[src/sv/spd_rx_pkg.sv]
package spd_rx_pkg;

    // Frame layout
    localparam int unsigned HDR_LEN   = 9;
    localparam int unsigned CKSUM_LEN = 2;
    localparam int unsigned ADDR_LEN  = 4;

    localparam logic [3:0] HDR_IDX_TYPE  = 4'd6;
    localparam logic [3:0] HDR_IDX_LENHI = 4'd7;
    localparam logic [3:0] HDR_IDX_LAST  = 4'(HDR_LEN - 1);
    localparam logic [3:0] HDR_IDX_ADDR0 = 4'd2;
    localparam logic [3:0] HDR_IDX_CHKEND = 4'(2 + ADDR_LEN);

    localparam logic [7:0] START_HI  = 8'hEF;
    localparam logic [7:0] START_LO  = 8'h01;
    localparam logic [7:0] TYPE_DATA = 8'h02;
    localparam logic [7:0] TYPE_ACK  = 8'h07;
    localparam logic [7:0] TYPE_END  = 8'h08;

    localparam logic [15:0] CKSUM_BYTES = 16'(CKSUM_LEN);

    // Register map reset values
    localparam logic [31:0] DEV_ADDR_RST = 32'hFFFF_FFFF;
    localparam logic [7:0]  ACK_CAP_RST  = 8'd16;
    localparam logic [15:0] DATA_CAP_RST = 16'd1024;

    typedef enum logic [1:0] {
        REG_DEV_ADDR = 2'd0,
        REG_ACK_CAP  = 2'd1,
        REG_DATA_CAP = 2'd2,
        REG_NONE     = 2'd3
    } reg_idx_t;

    typedef enum logic [1:0] {
        OP_START_ACK  = 2'd0,
        OP_START_DATA = 2'd1,
        OP_BYTE       = 2'd2,
        OP_TIMEOUT    = 2'd3
    } op_t;

    typedef enum logic [1:0] {
        ST_OK       = 2'd0,
        ST_BAD      = 2'd1,
        ST_OVERFLOW = 2'd2,
        ST_TIMEOUT  = 2'd3
    } status_t;

    typedef enum logic [2:0] {
        PH_IDLE       = 3'd0,
        PH_HEADER     = 3'd1,
        PH_BODY       = 3'd2,
        PH_DRAIN_HDR  = 3'd3,
        PH_DRAIN_BODY = 3'd4
    } phase_t;

endpackage

[src/sv/sensor_packet_deframer_rx_core.sv]
// Receive-side deframer for a sensor reply link. Each input beat is one
// operation: start an acknowledge transaction, start a data transaction, a
// received byte, or a timeout. Every frame carries a 9-byte header (start code,
// 4-byte device address, packet type, big-endian length); payload bytes are
// forwarded one per output beat and the 2 checksum bytes are skipped without
// verification. A transaction closes with a single done beat carrying the
// status and, on success, the payload byte count. The block takes one input
// beat per clock: all decisions for a beat are combinational between the
// state registers and a single output register, and s_ready drops only while
// that output register holds a beat the sink has not taken. Registers sit at
// byte offsets 0x0 (device address), 0x4 (acknowledge capacity) and 0x8 (data
// capacity) and may only be written while no transaction is in progress.
module sensor_packet_deframer_rx_core (
    input  logic        aclk,
    input  logic        aresetn,
    // configuration
    input  logic        psel,
    input  logic        penable,
    input  logic        pwrite,
    input  logic [3:0]  paddr,
    input  logic [31:0] pwdata,
    output logic [31:0] prdata,
    output logic        pready,
    // input channel
    input  logic        s_valid,
    output logic        s_ready,
    input  logic [1:0]  s_operation,
    input  logic [7:0]  s_rx_byte,
    // result channel
    output logic        m_valid,
    input  logic        m_ready,
    output logic [7:0]  m_payload_byte,
    output logic        m_payload_valid,
    output logic        m_done_res,
    output logic [1:0]  m_status,
    output logic [15:0] m_total_length
);
    import spd_rx_pkg::*;

    // configuration registers
    logic [31:0] dev_addr_reg;
    logic [7:0]  ack_cap_reg;
    logic [15:0] data_cap_reg;
    reg_idx_t    cfg_idx;
    logic        cfg_wr;

    // deframer state
    phase_t      phase_reg, phase_next;
    logic [3:0]  hdr_idx_reg, hdr_idx_next;
    logic        hdr_bad_reg, hdr_bad_next;
    logic [7:0]  frame_type_reg, frame_type_next;
    logic [7:0]  len_hi_reg, len_hi_next;
    logic [15:0] bytes_left_reg, bytes_left_next;
    logic        data_mode_reg, data_mode_next;
    logic [15:0] byte_total_reg, byte_total_next;

    // output register
    logic        m_valid_reg, m_valid_next;
    logic [7:0]  out_byte_reg;
    logic        out_pvalid_reg;
    logic        out_done_reg;
    logic [1:0]  out_status_reg;
    logic [15:0] out_total_reg;

    // result of the current beat
    logic        res_valid;
    logic [7:0]  res_byte;
    logic        res_pvalid;
    logic        res_done;
    status_t     res_status;

    logic        accept;
    op_t         op;
    logic [7:0]  want_byte;
    logic        hdr_mismatch;
    logic [15:0] frame_len;
    logic [15:0] frame_span;
    logic [15:0] payload_len;
    logic [16:0] total_sum;
    logic [15:0] bytes_dec;

    // ---------------- configuration port ----------------
    assign pready  = 1'b1;
    assign cfg_idx = reg_idx_t'(paddr[3:2]);
    assign cfg_wr  = psel && penable && pwrite;

    always_comb begin
        case (cfg_idx)
            REG_DEV_ADDR: prdata = dev_addr_reg;
            REG_ACK_CAP:  prdata = {24'd0, ack_cap_reg};
            REG_DATA_CAP: prdata = {16'd0, data_cap_reg};
            default:      prdata = 32'd0;
        endcase
    end

    always_ff @(posedge aclk) begin
        if (!aresetn) begin
            dev_addr_reg <= DEV_ADDR_RST;
            ack_cap_reg  <= ACK_CAP_RST;
            data_cap_reg <= DATA_CAP_RST;
        end else if (cfg_wr) begin
            case (cfg_idx)
                REG_DEV_ADDR: dev_addr_reg <= pwdata;
                REG_ACK_CAP:  ack_cap_reg  <= pwdata[7:0];
                REG_DATA_CAP: data_cap_reg <= pwdata[15:0];
                default: ;
            endcase
        end
    end

    // ---------------- handshake ----------------
    assign s_ready = !m_valid_reg || m_ready;
    assign accept  = s_valid && s_ready;
    assign op      = op_t'(s_operation);

    // ---------------- header decode ----------------
    always_comb begin
        case (hdr_idx_reg)
            4'd0:    want_byte = START_HI;
            4'd1:    want_byte = START_LO;
            4'd2:    want_byte = dev_addr_reg[31:24];
            4'd3:    want_byte = dev_addr_reg[23:16];
            4'd4:    want_byte = dev_addr_reg[15:8];
            4'd5:    want_byte = dev_addr_reg[7:0];
            default: want_byte = 8'd0;
        endcase
    end

    assign hdr_mismatch = (hdr_idx_reg < HDR_IDX_CHKEND) && (s_rx_byte != want_byte);
    assign frame_len    = {len_hi_reg, s_rx_byte};
    // payload plus checksum; a length below the checksum size means no payload
    assign frame_span   = (frame_len < CKSUM_BYTES) ? CKSUM_BYTES : frame_len;
    assign payload_len  = frame_span - CKSUM_BYTES;
    assign total_sum    = {1'b0, byte_total_reg} + {1'b0, payload_len};
    assign bytes_dec    = bytes_left_reg - 16'd1;

    // ---------------- next state ----------------
    always_comb begin
        phase_next      = phase_reg;
        hdr_idx_next    = hdr_idx_reg;
        hdr_bad_next    = hdr_bad_reg;
        frame_type_next = frame_type_reg;
        len_hi_next     = len_hi_reg;
        bytes_left_next = bytes_left_reg;
        data_mode_next  = data_mode_reg;
        byte_total_next = byte_total_reg;
        res_valid       = 1'b0;
        res_byte        = 8'd0;
        res_pvalid      = 1'b0;
        res_done        = 1'b0;
        res_status      = ST_OK;

        case (op)
            OP_START_ACK, OP_START_DATA: begin
                data_mode_next  = s_operation[0];
                phase_next      = PH_HEADER;
                hdr_idx_next    = 4'd0;
                hdr_bad_next    = 1'b0;
                frame_type_next = 8'd0;
                len_hi_next     = 8'd0;
                bytes_left_next = 16'd0;
                byte_total_next = 16'd0;
            end
            OP_TIMEOUT: begin
                if (phase_reg != PH_IDLE) begin
                    res_valid  = 1'b1;
                    res_done   = 1'b1;
                    phase_next = PH_IDLE;
                    if (phase_reg == PH_DRAIN_HDR || phase_reg == PH_DRAIN_BODY) begin
                        res_status = ST_OVERFLOW;
                    end else begin
                        res_status = ST_TIMEOUT;
                    end
                end
            end
            default: begin
                case (phase_reg)
                    PH_HEADER, PH_DRAIN_HDR: begin
                        if (phase_reg == PH_HEADER && hdr_mismatch) begin
                            hdr_bad_next = 1'b1;
                        end
                        if (hdr_idx_reg == HDR_IDX_TYPE) begin
                            frame_type_next = s_rx_byte;
                        end
                        if (hdr_idx_reg == HDR_IDX_LENHI) begin
                            len_hi_next = s_rx_byte;
                        end
                        if (hdr_idx_reg != HDR_IDX_LAST) begin
                            hdr_idx_next = hdr_idx_reg + 4'd1;
                        end else begin
                            hdr_idx_next    = 4'd0;
                            len_hi_next     = len_hi_reg;
                            bytes_left_next = frame_span;
                            if (phase_reg == PH_DRAIN_HDR) begin
                                phase_next = PH_DRAIN_BODY;
                            end else if (hdr_bad_reg) begin
                                res_valid  = 1'b1;
                                res_done   = 1'b1;
                                res_status = ST_BAD;
                                phase_next = PH_IDLE;
                            end else if (!data_mode_reg) begin
                                if (frame_type_reg != TYPE_ACK) begin
                                    res_valid  = 1'b1;
                                    res_done   = 1'b1;
                                    res_status = ST_BAD;
                                    phase_next = PH_IDLE;
                                end else if (payload_len > {8'd0, ack_cap_reg}) begin
                                    res_valid  = 1'b1;
                                    res_done   = 1'b1;
                                    res_status = ST_OVERFLOW;
                                    phase_next = PH_IDLE;
                                end else begin
                                    phase_next = PH_BODY;
                                end
                            end else if (!(frame_type_reg inside {TYPE_DATA, TYPE_END})) begin
                                res_valid  = 1'b1;
                                res_done   = 1'b1;
                                res_status = ST_BAD;
                                phase_next = PH_IDLE;
                            end else if (total_sum > {1'b0, data_cap_reg}) begin
                                // swallow the rest of the transfer, then report overflow
                                phase_next = PH_DRAIN_BODY;
                            end else begin
                                phase_next = PH_BODY;
                            end
                        end
                    end
                    PH_BODY: begin
                        bytes_left_next = bytes_dec;
                        if (bytes_left_reg > CKSUM_BYTES) begin
                            byte_total_next = byte_total_reg + 16'd1;
                            res_valid       = 1'b1;
                            res_pvalid      = 1'b1;
                            res_byte        = s_rx_byte;
                        end else if (bytes_dec == 16'd0) begin
                            if (!data_mode_reg || frame_type_reg == TYPE_END) begin
                                res_valid  = 1'b1;
                                res_done   = 1'b1;
                                res_status = ST_OK;
                                phase_next = PH_IDLE;
                            end else begin
                                hdr_idx_next = 4'd0;
                                hdr_bad_next = 1'b0;
                                phase_next   = PH_HEADER;
                            end
                        end
                    end
                    PH_DRAIN_BODY: begin
                        bytes_left_next = bytes_dec;
                        if (bytes_dec == 16'd0) begin
                            if (frame_type_reg == TYPE_END) begin
                                res_valid  = 1'b1;
                                res_done   = 1'b1;
                                res_status = ST_OVERFLOW;
                                phase_next = PH_IDLE;
                            end else begin
                                hdr_idx_next = 4'd0;
                                phase_next   = PH_DRAIN_HDR;
                            end
                        end
                    end
                    default: ;
                endcase
            end
        endcase
    end

    assign m_valid_next = (accept && res_valid) || (m_valid_reg && !m_ready);

    always_ff @(posedge aclk) begin
        if (!aresetn) begin
            phase_reg      <= PH_IDLE;
            hdr_idx_reg    <= 4'd0;
            hdr_bad_reg    <= 1'b0;
            frame_type_reg <= 8'd0;
            len_hi_reg     <= 8'd0;
            bytes_left_reg <= 16'd0;
            data_mode_reg  <= 1'b0;
            byte_total_reg <= 16'd0;
            m_valid_reg    <= 1'b0;
        end else begin
            m_valid_reg <= m_valid_next;
            if (accept) begin
                phase_reg      <= phase_next;
                hdr_idx_reg    <= hdr_idx_next;
                hdr_bad_reg    <= hdr_bad_next;
                frame_type_reg <= frame_type_next;
                len_hi_reg     <= len_hi_next;
                bytes_left_reg <= bytes_left_next;
                data_mode_reg  <= data_mode_next;
                byte_total_reg <= byte_total_next;
            end
        end
    end

    // load the result beat; hold it while the sink stalls
    always_ff @(posedge aclk) begin
        if (accept && res_valid) begin
            out_byte_reg   <= res_byte;
            out_pvalid_reg <= res_pvalid;
            out_done_reg   <= res_done;
            out_status_reg <= res_status;
            out_total_reg  <= (res_done && res_status == ST_OK) ? byte_total_reg : 16'd0;
        end
    end

    assign m_valid         = m_valid_reg;
    assign m_payload_byte  = out_byte_reg;
    assign m_payload_valid = out_pvalid_reg;
    assign m_done_res      = out_done_reg;
    assign m_status        = out_status_reg;
    assign m_total_length  = out_total_reg;

    // ---------------- assertions ----------------
    a_one_kind: assert property (@(posedge aclk) disable iff (!aresetn)
        m_valid |-> (m_payload_valid != m_done_res))
        else $error("result beat must be either payload or done");

    a_len_on_ok: assert property (@(posedge aclk) disable iff (!aresetn)
        (m_valid && m_status != ST_OK) |-> (m_total_length == 16'd0))
        else $error("total length reported with error status");

    a_hdr_idx: assert property (@(posedge aclk) disable iff (!aresetn)
        hdr_idx_reg <= HDR_IDX_LAST)
        else $error("header index past end of header");

    a_stall: assert property (@(posedge aclk) disable iff (!aresetn)
        (m_valid && !m_ready) |-> !s_ready)
        else $error("input taken while result beat is stalled");

    a_done_idle: assert property (@(posedge aclk) disable iff (!aresetn)
        (accept && res_valid && res_done) |=> (phase_reg == PH_IDLE))
        else $error("transaction did not return to idle after done");

endmodule
[config.mk]
export PLATFORM = sky130hd
export DESIGN_NAME = sensor_packet_deframer_rx_core
export DESIGN_NICKNAME = d
export VERILOG_FILES = /design/src/sv/spd_rx_pkg.sv /design/src/sv/sensor_packet_deframer_rx_core.sv
export SDC_FILE = /design/constraint.sdc
export NUM_CORES = 1
export LEC_CHECK = 0
export BUFFER_PORTS_ARGS = -buffer_cell sky130_fd_sc_hd__buf_2
export CAP_MARGIN = 20
export CORE_MARGIN = 10
export CORE_UTILIZATION = 50
export DETAILED_ROUTE_END_ITERATION = 8
export HOLD_SLACK_MARGIN = 0.05
export PLACE_DENSITY = 0.78
export SETUP_SLACK_MARGIN = 0.1
export SLEW_MARGIN = 5
export SYNTH_ARGS = -nofsm -noshare
export SYNTH_HDL_FRONTEND = slang
export SYNTH_SLANG_ARGS = --single-unit
[constraint.sdc]
create_clock -name aclk -period 6.61 [get_ports aclk]
set_clock_uncertainty 0.15 [all_clocks]
set_input_delay 0.9915 -clock aclk [delete_from_list [all_inputs] [get_ports aclk]]
set_output_delay 0.9915 -clock aclk [all_outputs]
set_load 0.05 [all_outputs]
## Word-level counts from Yosys, hierarchy flattened

Cells that the tools add are included.

- Add/subtract/negate cells: 5
- Order comparisons: 5
- Equality and inequality tests: 32
- Mux-type cells: 78
- Bitwise logic cells: 3
- Reduce and logical (&&, ||, !) cells: 48

Operators with widths:

| cell | count |
|---|---|
| one-hot mux 16 bit (2 select lines) | 3 |
| one-hot mux 32 bit (3 select lines) | 1 |
| 2-to-1 mux 16 bit | 4 |
| one-hot mux 8 bit (6 select lines) | 1 |
| 2-to-1 mux 8 bit | 5 |
| one-hot mux 8 bit (2 select lines) | 2 |
| 2-to-1 mux 3 bit | 10 |
| 2-to-1 mux 2 bit | 12 |
| 2-to-1 mux 4 bit | 6 |
| 2-to-1 mux 1 bit | 22 |
| adder 16 x 16 -> 17 bit | 1 |
| > comparator 17 x 16 -> 1 bit | 1 |
| adder 16 x 1 -> 16 bit, second input constant | 1 |
| == test 4 x 3 -> 1 bit, second input constant | 4 |
| > comparator 16 x 2 -> 1 bit, second input constant | 1 |
| > comparator 16 x 8 -> 1 bit | 1 |
| logical NOT 16 bit | 1 |
| less-than comparator 16 x 2 -> 1 bit, second input constant | 1 |
| != test 4 bit, second input constant | 4 |
| subtractor 16 x 1 -> 16 bit, second input constant | 1 |
| subtractor 16 x 2 -> 16 bit, second input constant | 1 |
| != test 3 bit, second input constant | 5 |
| AND reduction 7 bit | 2 |
| nonzero test 2 bit | 7 |
| other kinds (40) | 74 |

- Bits in registers: 142
- Bits of input ports: 53
- Logic and storage cells: 188

## Depth between registers and ports, before layout

- Word-level depth: 14
- Depth in mapped cells: 27

## Worst setup path after synthesis

No wires, ideal clock.

- Path kind: input to register
- Start point: input port s_rx_byte[7]
- End point: register phase_reg[1]
- Setup time: 0.117 ns
- Data arrival time: 5.707 ns
- Data required time: 6.343 ns
- Slack: 0.636 ns
- Stages on the path: 25
- Buffers on the path: 1
- Path through: buf_4 -> or4_1 -> or2_4 -> nor2_1 -> nor2_1 -> ha_1 -> or3b_2 -> xnor2_1 -> ha_1 -> or4_1 -> o221ai_1 -> a31oi_1 -> nand3_1 -> nand2_1 -> a21oi_1 -> xnor2_1 -> ha_1 -> and4_1 -> nand4_1 -> nor3_1 -> a21oi_1 -> o211ai_1 -> a211oi_1 -> a211o_1 -> a32o_1

- Cells in the longest elaborated chain, start to end: 13
- Elaborated cells on any way between the ends: 16

RTL lines:

| item | line | source |
|---|---|---|
| start: declaration | sensor_packet_deframer_rx_core.sv:28 | `input logic [7:0] s_rx_byte,` |
| less-than comparator 16 x 2 -> 1 bit | sensor_packet_deframer_rx_core.sv:132 | `assign frame_span = (frame_len < CKSUM_BYTES) ? CKSUM_BYTES : frame_len;` |
| 2-to-1 mux 16 bit * | sensor_packet_deframer_rx_core.sv:132 |  |
| subtractor 16 x 2 -> 16 bit * | sensor_packet_deframer_rx_core.sv:133 | `assign payload_len = frame_span - CKSUM_BYTES;` |
| adder 16 x 16 -> 17 bit | sensor_packet_deframer_rx_core.sv:134 | `assign total_sum = {1'b0, byte_total_reg} + {1'b0, payload_len};` |
| > comparator 17 x 16 -> 1 bit | sensor_packet_deframer_rx_core.sv:220 | `end else if (total_sum > {1'b0, data_cap_reg}) begin` |
| 2-to-1 mux 3 bit | sensor_packet_deframer_rx_core.sv:220 |  |
| 2-to-1 mux 3 bit | sensor_packet_deframer_rx_core.sv:215 | `end else if (!(frame_type_reg inside {TYPE_DATA, TYPE_END})) begin` |
| 2-to-1 mux 3 bit * | sensor_packet_deframer_rx_core.sv:201 | `end else if (!data_mode_reg) begin` |
| 2-to-1 mux 3 bit * | sensor_packet_deframer_rx_core.sv:196 | `end else if (hdr_bad_reg) begin` |
| 2-to-1 mux 3 bit * | sensor_packet_deframer_rx_core.sv:194 | `if (phase_reg == PH_DRAIN_HDR) begin` |
| 2-to-1 mux 3 bit * | sensor_packet_deframer_rx_core.sv:188 | `if (hdr_idx_reg != HDR_IDX_LAST) begin` |
| one-hot mux 3 bit (3 select lines) * | sensor_packet_deframer_rx_core.sv:177 | `case (phase_reg)` |
| one-hot mux 3 bit (2 select lines) * | sensor_packet_deframer_rx_core.sv:153 | `case (op)` |
| end signal: assignment | sensor_packet_deframer_rx_core.sv:284 | `phase_reg <= phase_next;` |
| end: declaration | sensor_packet_deframer_rx_core.sv:48 | `phase_t phase_reg, phase_next;` |

Every way passes the cells marked *; elsewhere a longest branch is shown, timed or not. The select of a mux whose other input is x is not followed.
A chain may end at the register's enable or synchronous reset.

## Worst setup path after layout

- Start point: input port s_rx_byte[4]
- End point: register phase_reg[1]

Same word-level chain as after synthesis.

==> run summary <==
In the finished design, the share of the clock period the worst path needs comes to 0.918. The number of flip-flops and latches in the synthesized netlist came out at 142. The iteration count of the initial detailed-routing pass is 5.

The most used flip-flop cell after synthesis is sky130_fd_sc_hd__dfxtp_1. The highest fanout seen on the critical path is 4. The number of buffer and inverter instances along the worst setup path is 3.

The critical path data arrival time came out at 6.23 ns. The share of power burned in the clock network came out at 0.443. For this run, the slowest stage of the critical path takes slightly below 0.6 ns.

The remaining number of nets flagged by the antenna check after routing is 0. Summed over all nets, the switching power comes to about 0.6 mW. The wire length reported by the detailed router is 25100 um. The share of total power dissipated in combinational logic is 0.149. The total power per unit cell area came out at approximately 210 nW/um^2. Setup repair after global routing left no endpoint under its margin.

The cell sitting at the root of the clock tree is a sky130_fd_sc_hd__clkbuf_16. The run finished with clean final reports. The normalized max-slew margin came out at 0.266. The number of design rule violations left after detail routing came out at 0. The count of final hold-check violations was 0. The insertion delay to the later sink of the worst-skew pair is between 0.4 and 0.5 ns. The cell with the biggest individual delay on the critical path is sky130_fd_sc_hd__or4_1. Of the total synthesized cell area, the portion taken by full adders, half adders and majority gates is 0.0778. The vias per cell came out at 5.73.

The share of synthesized area in the top cell type comes to 0.251. Synthesis handed over a netlist of ~1100 instances. The xor and xnor area share after synthesis is 0.0452. The worst setup path is captured at a register. Input and output buffers added on the ports amount to 112. For the final routed database, the setup TNS stands at 0 ns. The kind of cell with the highest combined delay along the critical path is simple AND/OR/NAND/NOR gates.

The first global-routing pass estimated ~40000 um of wire. The core area is about 18000 sq um. The maximum frequency from static timing analysis is 165 MHz.

The detailed-route wire length per cell came out at between 15 and 20 um. The number of levels the H-tree was split into is 4. The count of vias placed by the detailed router came out at between 8000 and 9000. The placer congestion estimate is 0.947. The fraction of the mapped netlist area in simple logic gates is 0.284. The cell area after synthesis came out at 9100 sq um. The post-CTS setup-driven buffer insertion count came out at 0. The worst register-to-register path begins at len_hi_reg[0]$_SDFFE_PN0P_.

The count of final max-slew check failures was 0. The sequential area share after synthesis is 0.343. The maximum buffer depth of the clock tree is 2. The biggest area contributor in the post-synthesis netlist is sky130_fd_sc_hd__dfxtp_1.

The number of rows created at floorplan is 49. The beginning of the critical path is s_rx_byte[4]. The pin count of the biggest net entering global routing came out at 73. The count of distinct cell types in the synthesized netlist came out at 81. The mux cell area share after synthesis is 0.0451.

A synthesized cell averages 8.18 sq um. The clock sink total came out at 142. The number of DRC markers after the initial detailed-route iteration is 754. The share of the core filled with cells is 0.587. The post-synthesis compound-gate area fraction is 0.152. The worst setup path is of the in2reg kind. The slew at the pin closest to its max-slew limit is 1.10 ns. The horizontal die dimension is 155 um. The post-DP HPWL came out at about 19000 um. Global routing finished with a remaining overflow of 0. TritonCTS built the clock tree. Post-CTS repair changed the size of 0 cells. From bottom edge to top edge, the die measures 155 um. The die outline area came out at roughly 24000 sq um.

The initial utilization of the core area, before any placement, comes to 0.507. The fill cell instance count of the final layout is 1584. The number of standard cells in the layout, taps in and fillers out came out at 1456. The synthesis warning total is 0. In the post-synthesis netlist, the biggest area contributors are sky130_fd_sc_hd__dfxtp_1 (25%), sky130_fd_sc_hd__edfxtp_1 (9.2%), sky130_fd_sc_hd__ha_1 (7.6%), sky130_fd_sc_hd__nand2_1 (6.4%), sky130_fd_sc_hd__mux2i_1 (4.5%). The startpoint of the worst hold path is dev_addr_reg[3]$_SDFFE_PN1P_. The synthesized net count came out at 1221. The share of total power dissipated in sequential elements is 0.408. Of the total power, the share spent switching nets is 0.268. The number of antenna violations at the first check in global routing is 2. The fraction of layout instances using a drive strength above 1 came out at 0.175.

For this design the top-level I/O count stands at 116. The number of failing setup endpoints in the final timing report is 0. VDD sags by at most 0.183 mV.

The final period demand of the worst path came out at 6.07 ns. The required time at the worst-slack endpoint is between 6 and 7 ns. After synthesis, the largest family of logic cells by area is simple AND/OR/NAND/NOR gates.

The fraction of registers with async set/reset is 0. Counting stages on the worst path, the most repeated cell is sky130_fd_sc_hd__ha_1. The minimum hold slack came out at between 0.3 and 0.4 ns. For this run, the total global-route usage over all layers was measured as 0.203. The clock-pin slew on the worst setup and hold paths is 0.06 ns. The static leakage power came out at 4.38 nW.

The number of enable flip-flop cells after synthesis came out at 28. The internal cell power came out at between 1.5 and 2 mW. The total power consumption of the routed design is 2.23 mW. The synthesis-to-layout area growth came out at 15.9%. The number of max-cap violations is 0. The flip-flop count of the largest register after layout came out at 32. The total of hold buffers inserted after clock tree synthesis came out at 0. The kind of launch point of the worst setup path is an input pin. The number of nets in the final layout is between 1000 and 1500. The number of instances in the placed design came out at 1422. Buffers inserted during clock tree synthesis total 17.

The via count of the first global-routing pass is ~7900. The min-delay analysis places its worst path in the category reg2reg.
## Yosys cell counts (all sizes together), types with 13 or more instances
master / count
and2: 60
nor2: 72
o21ai: 53
nand3: 61
nand2: 154
xor2: 17
nor4: 13
mux2i: 41
a21boi: 21
clkbuf: 48
edfxtp: 28
ha: 55
a21oi: 55
nor3: 27
dfxtp: 114
nor2b: 38
buf: 14
inv: 50
xnor2: 30
nand4: 16
## tightest hold or removal path, stage by stage, from the launching register on
cell	delay [ns]
sky130_fd_sc_hd__dfxtp_1	0.32
sky130_fd_sc_hd__nand2_1	0.06
sky130_fd_sc_hd__nand3_1	0.06
## per-layer routing
layer  vias to the layer above  share of wire  global-route usage
li1                       4112              -                   -
met1                      3816           0.46               0.282
met2                       366           0.43               0.297
met3                        47          0.089              0.0524
met4                         2          0.021              0.0688
met5                         -        0.00052                   0
## final cells by class
class | instances | area [sq um] | area share
Clock inverter | 7 | 98.8 | 0.00937
Inverter | 50 | 188 | 0.0178
Clock buffer | 24 | 514 | 0.0487
Antenna cell | 1 | 2.50 | 0.000237
Sequential cell | 142 | 3120 | 0.296
Timing Repair Buffer | 145 | 820 | 0.0777
Multi-Input combinational cell | 858 | 5520 | 0.523
Tap cell | 229 | 287 | 0.0272
## stage by stage
stage	cell area (sq um)	setup WS, ns
floorplan	9100	0.636
global placement	9910	0.240
detailed placement	9910	0.197
CTS	10500	0.581
global route	10500	0.216
finish	10600	0.541
## kinds of logic (layout without fill, tap and decap cells)
group | count (synthesis) | after routing
AND/OR/NAND/NOR | 503 | 503
AO/OA/AOI/OAI | 210 | 210
flip-flops | 142 | 142
buffers and inverters | 112 | 226
adder cells (fa/ha/maj) | 56 | 56
XOR/XNOR | 47 | 47
multiplexers | 41 | 41
other | 1 | 2
## final timing paths
check / endpoint / slack (ns) / depth (start not counted)
setup / recovery: phase_reg[1]$_SDFFE_PN0P_ / 0.54 / 26
hold / removal: dev_addr_reg[3]$_SDFFE_PN1P_ / 0.33 / 2
setup reg to reg: phase_reg[1]$_SDFFE_PN0P_ / 0.89 / 25
hold reg to reg: dev_addr_reg[3]$_SDFFE_PN1P_ / 0.33 / 2
## power groups by stage
stage          registers (mW)  clock network [mW]  logic [mW]
2_1_floorplan           0.927                   0       0.232
3_3_place_gp            0.930                   0       0.324
3_5_place_dp            0.930                   0       0.328
4_1_cts                 0.911               0.995       0.330
5_1_grt                 0.913                1.03       0.364
6_report                0.912               0.989       0.334
## cell usage in the layout (no fill, tap or decap), types with 9 or more instances in the layout
cell type and n:
sky130_fd_sc_hd__a21oi_1 55, sky130_fd_sc_hd__or2_2 9, sky130_fd_sc_hd__nor2_1 70, sky130_fd_sc_hd__inv_1 50, sky130_fd_sc_hd__nand4_1 16, sky130_fd_sc_hd__xnor2_1 30
sky130_fd_sc_hd__edfxtp_1 28, sky130_fd_sc_hd__a21boi_0 21, sky130_fd_sc_hd__and2_1 44, sky130_fd_sc_hd__nor3_1 26, sky130_fd_sc_hd__nand2_1 154, sky130_fd_sc_hd__ha_1 55
sky130_fd_sc_hd__nand3_1 61, sky130_fd_sc_hd__dfxtp_1 114, sky130_fd_sc_hd__and2_4 10, sky130_fd_sc_hd__buf_4 31, sky130_fd_sc_hd__o21ai_0 51, sky130_fd_sc_hd__mux2i_1 41
sky130_fd_sc_hd__or3_1 9, sky130_fd_sc_hd__buf_2 112, sky130_fd_sc_hd__nor4_1 11, sky130_fd_sc_hd__clkbuf_16 19, sky130_fd_sc_hd__xor2_1 17, sky130_fd_sc_hd__nor2b_1 38
sky130_fd_sc_hd__a211oi_1 9
(Power assumes the default switching activity.)
